$ cat src/rrts_pkg.sv
// shared types and constants of the round-robin time slicer
`timescale 1ns / 1ps

package rrts_pkg;

   localparam int MAX_JOBS  = 32;
   localparam int DUR_BITS  = 16;
   localparam int IDX_BITS  = (MAX_JOBS > 2) ? $clog2(MAX_JOBS) : 1;
   localparam int FILL_BITS = $clog2(MAX_JOBS + 1);
   localparam int SUM_BITS  = FILL_BITS + 1;

   typedef logic [IDX_BITS-1:0]  idx_type;
   typedef logic [DUR_BITS-1:0]  dur_type;
   typedef logic [FILL_BITS-1:0] fill_type;
   typedef logic [SUM_BITS-1:0]  sum_type;

   // one queued job: its index and the ticks it still needs
   typedef struct packed {
      idx_type job;
      dur_type rem;
   } entry_type;

   // where a cell loads its next entry from
   typedef enum logic [1:0] {
      SEL_KEEP    = 2'd0,
      SEL_NEIGH   = 2'd1,
      SEL_ARRIVAL = 2'd2,
      SEL_HELD    = 2'd3
   } sel_type;

endpackage

$ cat src/rrts_cell.sv
// one queue position of the shifting ready queue
`timescale 1ns / 1ps

module rrts_cell (
   input  logic               clock,
   input  logic               en,
   input  rrts_pkg::sel_type   sel,
   input  rrts_pkg::entry_type neigh,
   input  rrts_pkg::entry_type arrival,
   input  rrts_pkg::entry_type held,
   output rrts_pkg::entry_type entry
);
   import rrts_pkg::*;

   entry_type entry_ff;
   entry_type entry_in;

   always_comb begin
      unique case (sel)
         SEL_KEEP:    entry_in = entry_ff;
         SEL_NEIGH:   entry_in = neigh;
         SEL_ARRIVAL: entry_in = arrival;
         SEL_HELD:    entry_in = held;
         default:     entry_in = entry_ff;
      endcase
   end

   always_ff @(posedge clock) begin
      if (en) begin
         entry_ff <= entry_in;
      end
   end

   assign entry = entry_ff;

endmodule

$ cat src/round_robin_time_slicer_top.sv
// round-robin scheduler, one-tick slice, built as a shifting chain of queue cells
`timescale 1ns / 1ps
//
//  channel | ports                                   | direction
//  --------+-----------------------------------------+----------
//  req     | req_valid/ready, arrive_valid, duration | in, one word per time slot
//  rsp     | rsp_valid/ready, run_*, job_done, arr_* | out, one word per slot
//
//  one slot per clock unless rsp stalls: a word is taken in the same cycle its
//  slot is worked, and the result lands in the rsp register the next cycle
//  the queue head sits in cell 0; each slot the chain shifts one step toward it
//  while the arrival and the held job are written behind the last valid cell
//  reset (synchronous) empties the queue, clears the index counter and held job
//  a stalled rsp holds req_ready low only while its register is full and not taken

module round_robin_time_slicer_top (
   input  logic        clock,
   input  logic        reset,
   input  logic        req_valid,
   output logic        req_ready,
   input  logic        req_arrive_valid,
   input  logic [15:0] req_arrive_duration,
   output logic        rsp_valid,
   input  logic        rsp_ready,
   output logic        rsp_run_valid,
   output logic [4:0]  rsp_run_job,
   output logic        rsp_job_done,
   output logic [4:0]  rsp_arrive_index,
   output logic        rsp_arrive_rejected
);
   import rrts_pkg::*;

   // control state
   fill_type  fill_ff, fill_in;
   sum_type   next_idx_ff, next_idx_in;
   logic      held_valid_ff, held_valid_in;
   entry_type held_ff, held_in;

   // output register
   logic      rsp_valid_ff, rsp_valid_in;
   logic      run_valid_ff, run_valid_in;
   logic [4:0] run_job_ff, run_job_in;
   logic      done_ff, done_in;
   logic [4:0] arr_idx_ff, arr_idx_in;
   logic      arr_rej_ff, arr_rej_in;

   logic      en;
   dur_type   dur;
   logic      arr_ok;
   entry_type arr_entry;
   sum_type   fill_ext;
   sum_type   held_pos;
   sum_type   total;
   logic      pop;
   entry_type head;

   entry_type cell_q [MAX_JOBS];
   sel_type   cell_sel [MAX_JOBS];

   // next word may enter while the result register empties in the same cycle
   assign req_ready = !rsp_valid_ff || rsp_ready;
   assign en        = req_valid && req_ready;

   // arrival check: nonzero duration and an unused index left
   assign dur       = dur_type'(req_arrive_duration);
   assign arr_ok    = req_arrive_valid && (dur != '0)
                      && (next_idx_ff < SUM_BITS'(MAX_JOBS));
   assign arr_entry = '{job: IDX_BITS'(next_idx_ff), rem: dur};

   // combined list this slot: queue cells, then arrival, then held job
   assign fill_ext = SUM_BITS'(fill_ff);
   assign held_pos = fill_ext + SUM_BITS'(arr_ok);
   assign total    = held_pos + SUM_BITS'(held_valid_ff);
   assign pop      = (total != '0);

   // entry that runs this slot
   always_comb begin
      if (fill_ff != '0) begin
         head = cell_q[0];
      end else if (arr_ok) begin
         head = arr_entry;
      end else begin
         head = held_ff;
      end
   end

   // chain of queue cells, cell 0 is the head
   for (genvar gi = 0; gi < MAX_JOBS; gi++) begin : g_cell
      sum_type   pos;
      entry_type neigh;

      // position in the combined list this cell takes after the shift
      assign pos = SUM_BITS'(gi) + SUM_BITS'(pop);

      if (gi == MAX_JOBS - 1) begin : g_last
         assign neigh = '0;
      end else begin : g_mid
         assign neigh = cell_q[gi+1];
      end

      always_comb begin
         if (pos < fill_ext) begin
            cell_sel[gi] = pop ? SEL_NEIGH : SEL_KEEP;
         end else if (arr_ok && (pos == fill_ext)) begin
            cell_sel[gi] = SEL_ARRIVAL;
         end else if (held_valid_ff && (pos == held_pos)) begin
            cell_sel[gi] = SEL_HELD;
         end else begin
            cell_sel[gi] = SEL_KEEP;
         end
      end

      rrts_cell u_cell (
         .clock   (clock),
         .en      (en),
         .sel     (cell_sel[gi]),
         .neigh   (neigh),
         .arrival (arr_entry),
         .held    (held_ff),
         .entry   (cell_q[gi])
      );
   end

   // slot bookkeeping and result word
   always_comb begin
      fill_in       = FILL_BITS'(total - SUM_BITS'(pop));
      next_idx_in   = next_idx_ff + SUM_BITS'(arr_ok);
      held_valid_in = 1'b0;
      held_in       = held_ff;
      run_valid_in  = pop;
      run_job_in    = 5'd0;
      done_in       = 1'b0;
      arr_idx_in    = arr_ok ? 5'(next_idx_ff) : 5'd0;
      arr_rej_in    = req_arrive_valid && !arr_ok;

      if (pop) begin
         run_job_in = 5'(head.job);
         // more than one tick left: preempt and requeue next slot
         if (head.rem > dur_type'(1)) begin
            held_valid_in = 1'b1;
            held_in       = '{job: head.job, rem: head.rem - dur_type'(1)};
         end else begin
            done_in = 1'b1;
         end
      end
   end

   always_comb begin
      rsp_valid_in = rsp_valid_ff;
      if (en) begin
         rsp_valid_in = 1'b1;
      end else if (rsp_ready) begin
         rsp_valid_in = 1'b0;
      end
   end

   always_ff @(posedge clock) begin
      if (reset) begin
         fill_ff       <= '0;
         next_idx_ff   <= '0;
         held_valid_ff <= 1'b0;
         held_ff       <= '0;
         rsp_valid_ff  <= 1'b0;
      end else begin
         rsp_valid_ff <= rsp_valid_in;
         if (en) begin
            fill_ff       <= fill_in;
            next_idx_ff   <= next_idx_in;
            held_valid_ff <= held_valid_in;
            held_ff       <= held_in;
         end
      end
   end

   // result payload, loaded with each accepted slot
   always_ff @(posedge clock) begin
      if (en) begin
         run_valid_ff <= run_valid_in;
         run_job_ff   <= run_job_in;
         done_ff      <= done_in;
         arr_idx_ff   <= arr_idx_in;
         arr_rej_ff   <= arr_rej_in;
      end
   end

   assign rsp_valid           = rsp_valid_ff;
   assign rsp_run_valid       = run_valid_ff;
   assign rsp_run_job         = run_job_ff;
   assign rsp_job_done        = done_ff;
   assign rsp_arrive_index    = arr_idx_ff;
   assign rsp_arrive_rejected = arr_rej_ff;

endmodule
$ cat config.mk
export PLATFORM = sky130hd
export DESIGN_NAME = round_robin_time_slicer_top
export DESIGN_NICKNAME = d
export VERILOG_FILES = /design/src/rrts_pkg.sv /design/src/rrts_cell.sv /design/src/round_robin_time_slicer_top.sv
export SDC_FILE = /design/constraint.sdc
export NUM_CORES = 2
export LEC_CHECK = 0
export BUFFER_PORTS_ARGS = -buffer_cell sky130_fd_sc_hd__buf_2
export CORE_ASPECT_RATIO = 1.75
export CORE_MARGIN = 1
export CORE_UTILIZATION = 25
export DETAILED_ROUTE_END_ITERATION = 7
export PLACE_DENSITY = 0.48
export SLEW_MARGIN = 25
export SYNTH_ARGS = -nofsm -noshare
export SYNTH_HDL_FRONTEND = slang
export SYNTH_HIERARCHICAL = 1
export SYNTH_SLANG_ARGS = --single-unit
$ cat constraint.sdc
create_clock -name clock -period 5.7 [get_ports clock]
set_input_delay 0 -clock clock [delete_from_list [all_inputs] [get_ports clock]]
set_output_delay 0 -clock clock [all_outputs]
set_load 0.005 [all_outputs]
## Word level (Yosys, flattened, before mapping)

Index checks and enable logic that the tools add are counted.
W data, S select, Z words.

- Register bits: 721
- Input bits: 21
- Output and inout bits: 15
- Word-level logic and storage cells: 613

- $add $sub $neg: 36
- Magnitude comparators: 34
- Equal/unequal tests: 160
- Muxes and demuxes: 136
- Bitwise logic cells: 32
- Reduce and logical (&&, ||, !) cells: 140

Operators by type and width:

| cell | number |
|---|---|
| $pmux W21 S3 | 32 |
| $mux W2 | 96 |
| $eq A2 B2 Y1 const B | 64 |
| $eq A6 B7 Y1 | 16 |
| $add A5 B1 Y6 const A | 16 |
| $eq A6 B6 Y1 | 16 |
| $lt A6 B6 Y1 | 16 |
| $logic_and A1 B1 Y1 | 68 |
| $eq A2 B1 Y1 const B | 32 |
| $logic_not A2 Y1 | 32 |
| $reduce_and A2 Y1 | 32 |
| $eq A5 B7 Y1 | 8 |
| $eq A5 B6 Y1 | 8 |
| $lt A5 B6 Y1 | 8 |
| $mux W21 | 2 |
| $add A4 B1 Y5 const A | 8 |
| $not A1 Y1 | 32 |
| $eq A4 B7 Y1 | 4 |
| $eq A4 B6 Y1 | 4 |
| $lt A4 B6 Y1 | 4 |
| $add A3 B1 Y4 const A | 4 |
| $gt A16 B1 Y1 const B | 1 |
| $reduce_bool A16 Y1 | 1 |
| $sub A16 B1 Y16 const B | 1 |
| 22 further kinds | 33 |

## Depth between registers and ports, before layout

- Depth in word-level cells: 15
- Mapped depth: 28
- Gate-level depth less buffers: 24

## Hierarchy

Netlist, hierarchy kept.

By module, submodules not included:

| module | instances | cells each | area an instance (um^2) | sequential area each (um^2) |
|---|---|---|---|---|
| rrts_cell | 32 | 93 | 1107.3 | 630.6 |
| round_robin_time_slicer_top | 1 | 703 | 5112.4 | 1111.1 |

## Worst setup path after synthesis

OpenSTA, ideal clock, no wires.

- Path type: register to register
- Start: register next_idx_ff[5]
- End: register g_cell[15].u_cell.entry_ff, in the netlist g_cell[15].u_cell/entry[0] (enable)
- Setup time: 0.379 ns
- Data arrival time: 5.617 ns
- Data required time: 5.321 ns
- Slack: -0.295 ns
- Cell stages (with the launch flop): 27
- Buffers on the path: 7
- Clock period less this slack: 5.995 ns
- Cells stage by stage: dfxtp_1 nor3b_1 o21ai_1 buf_2 inv_2 ha_1 ha_1 buf_2 nand3_1 xnor2_2 nor4b_1 or3_4 and2_1 buf_6 buf_2 buf_2 ha_1 a21o_1 a21o_1 a21oi_1 nor2_1 o21ai_0 nand2_1 o31ai_1 buf_6 buf_12 o21a_1

RTL lines:

| element | line | source |
|---|---|---|
| start, declared | round_robin_time_slicer_top.sv:35 | `sum_type next_idx_ff, next_idx_in;` |
| start signal, assigned | round_robin_time_slicer_top.sv:168 | `next_idx_ff <= next_idx_in;` |
| end signal, assigned | rrts_cell.sv:30 | `entry_ff <= entry_in;` |
| end, declared | rrts_cell.sv:15 | `entry_type entry_ff;` |

==> impl_metrics.ini <==
[logic_synthesis]
yosys_warnings = 6
ys_top_cells_by_count = 774 x nor2_1, 711 x a21oi_1, 685 x edfxtp_1
synth_cell_type_count = 76
netlist.area_leader.share = 0.5073
synth-edff-count = 685
async_flop_share = 0
yosysTopAreaCell = edfxtp_1
netlist_area_um2 = 40550
ys.flop_type = edfxtp_1
synth-seq-cells = 721
ys_seq_area_frac = 0.5251
synthCells = 3679
yosysMostFrequentCell = nor2_1
avgSynthCellArea_um2 = 11.02
synthTopCellsByArea = edfxtp_1 51%, mux2i_1 17%, a21oi_1 8.8%

[pwr]
leakagePower_nw = 16.21
power_mw = 25.72
ir_worst_vdd_mv = 0.2895
powerDensity_nw_per_um2 = 538.9

[clock_tree]
cts_tree = done
htreeDepth = 3
clock_latency_ps = 680
path_clk_slew_ps = 70
clock_path_buffers = 3
post-cts-setup-buffer-count = 0
cts_made_buffers = 73
root_buffer = clkbuf_16
numClockSinks = 721

[die]
die_area_um2 = 163900
die_w_um = 306.4
row_count = 195
initial_core_util = 0.2518
core-area_um2 = 161000
io_pins = 36
die_y_um = 534.8

[worst_hold_path]
worstHoldPathType = in -> reg

[global_routing]
grt_usage = 0.1888
grt_max_degree = 43
grt_pass1_wl_um = 219200
grt_pass1_vias = 29707
antenna_found_initial = 10
grt-ovfl-total = 0

[placement]
dp_hpwl_um = 104500
place_ws_ps = 282.8
gp_congestion = 1.045
postPlaceCellArea_um2 = 45430
io_buffer_count = 35

[drt]
via_per_inst = 4.967
wl_per_cell_um = 26.26
ant_nets = 0
firstDrtPassIters = 6
drt_iter0_drc = 2141
drc = 0
vias = 29768
wl_um = 157400

[critical_path]
startpoint_type = flip-flop
critPathMaxFanout = 23
cp_cell_sequence = nor3b_4 -> o21ai_2 -> inv_2 -> ha_1 -> buf_4 -> nand3_2 -> xnor2_1 -> nor4b_1 -> or3_4 -> and2_2 -> ha_1 -> nand2_1 -> nor2_1 -> nand2_1 -> a2bb2oi_2 -> buf_12 -> nor2_1 -> a21oi_1 -> buf_4
worst_path_max_delay_cell = nor2_1
criticalPathCategory = reg -> reg
end_kind = flip-flop
cp.arrival_ps = 5810
crit_buf_inv = 4
slowest_delay_ps = 640
cp_top_family = simple AND/OR/NAND/NOR gates
crit_required_ps = 6240

[final_layout]
nNetsFinal = 3909
fin_area_um2 = 47730
drive_above_1_share = 0.1586
area_delta_synth_final_pct = 17.73
utilization = 0.2964
fillCellCount = 16508

[sta]
fin_crit_sh = 0.9237
setup_viol = 0
slew_violations = 0
slew-limit-headroom = 0.2999
period_needed_ps = 5265
finalSetupTns_ps = 0
timing.final.hold_violations = 0
rsz0062_at_grt = no
worst_slack_ps = 434.6
fin_skew_ps = 21.67
worst_slew_pin_slew_ps = 1050
max_freq_mhz = 189.9

[status]
outcome = finished, final reports clean

[run]
cap_viol_max_count = 0
[registers in the layout, summed over array words and instances (netlist names)]
signal,flops
rsp_run_valid,1
rsp_arrive_index,5
rsp_arrive_rejected,1
rsp_job_done,1
held_ff,21
held_valid_ff,1
rsp_valid,1
g_cell.u_cell/entry,672
rsp_run_job,5
fill_ff,6
next_idx_ff,7
[layout by cell type (no fill, tap or decap), drive strengths merged, types with 17 or more instances in the layout]
| cell type | instances |
|---|---|
| clkinv | 25 |
| clkbuf | 94 |
| xnor2 | 17 |
| nand3 | 33 |
| nand2 | 83 |
| nor2 | 774 |
| inv | 22 |
| edfxtp | 685 |
| conb | 21 |
| dfxtp | 36 |
| a211oi | 26 |
| a21oi | 711 |
| o21a | 36 |
| o21ai | 64 |
| mux2i | 680 |
| ha | 23 |
| and2 | 18 |
| buf | 384 |
[report_power, final]
part	switching [mW]	internal, mW	total, mW
combinational	7.48	5.15	12.6
clock	2.18	2.60	4.78
sequential	0.657	7.66	8.32
[final cells by class]
type	instances	area [µm²]	area share
flip-flops and latches	721	21320	0.4467
multi-input cells	2661	17330	0.3631
repair buffers	388	4149	0.08692
well taps	2068	2587	0.05421
clock buffers	94	1979	0.04147
clock inverters	31	261.5	0.005478
inverters	20	78.83	0.001651
diodes	10	25.02	0.0005242
[kinds of logic after synthesis]
kind of cell               synth area share
buffers and inverters               0.06641
xor gates and xnor gates           0.006697
muxes                                0.1679
AOI/OAI and AO/OA                    0.1269
and+or+nand+nor                     0.09983
adders and majority gates          0.007098
other                            0.00009249
DFF                                  0.5251
[path summary, 6_finish.rpt]
check	start	to	slack [ps]	cells past startpoint
hold reg to reg	g_cell[9].u_cell/entry[16]	g_cell[8].u_cell/entry[16]	570	2
setup reg to reg	next_idx_ff[6]	g_cell[16].u_cell/entry[18]	430	19
setup / recovery	next_idx_ff[6]	g_cell[16].u_cell/entry[18]	430	19
hold / removal	req_arrive_duration[9]	g_cell[8].u_cell/entry[9]	70	4
[metal layers]
metal  track usage  wire, µm
met5             0        16
met1        0.1681     50030
met2        0.3704     87380
met3       0.02216      4897
met4        0.1620     15050
[tightest hold or removal path, delay by kind of cell]
family                 cells  cell delay, ps
buffers and inverters      2             320
multiplexers               1             160
AO/OA/AOI/OAI              1              80
[metrics by stage]
stage	hold slack, ps	cells
after detailed placement	255.1	5854
after global placement	250.8	5854
after CTS	36.26	5983
final	71.18	5993
after global routing	45.27	5991
after floorplan	125.1	3699
[timing repair]
action / in CTS / in global routing
gates resized for setup: 0 / 0
hold buffers: 4 / 0
hold endpoints to repair: 14 / 0
No activity file was read; power rests on OpenSTA's default activity.
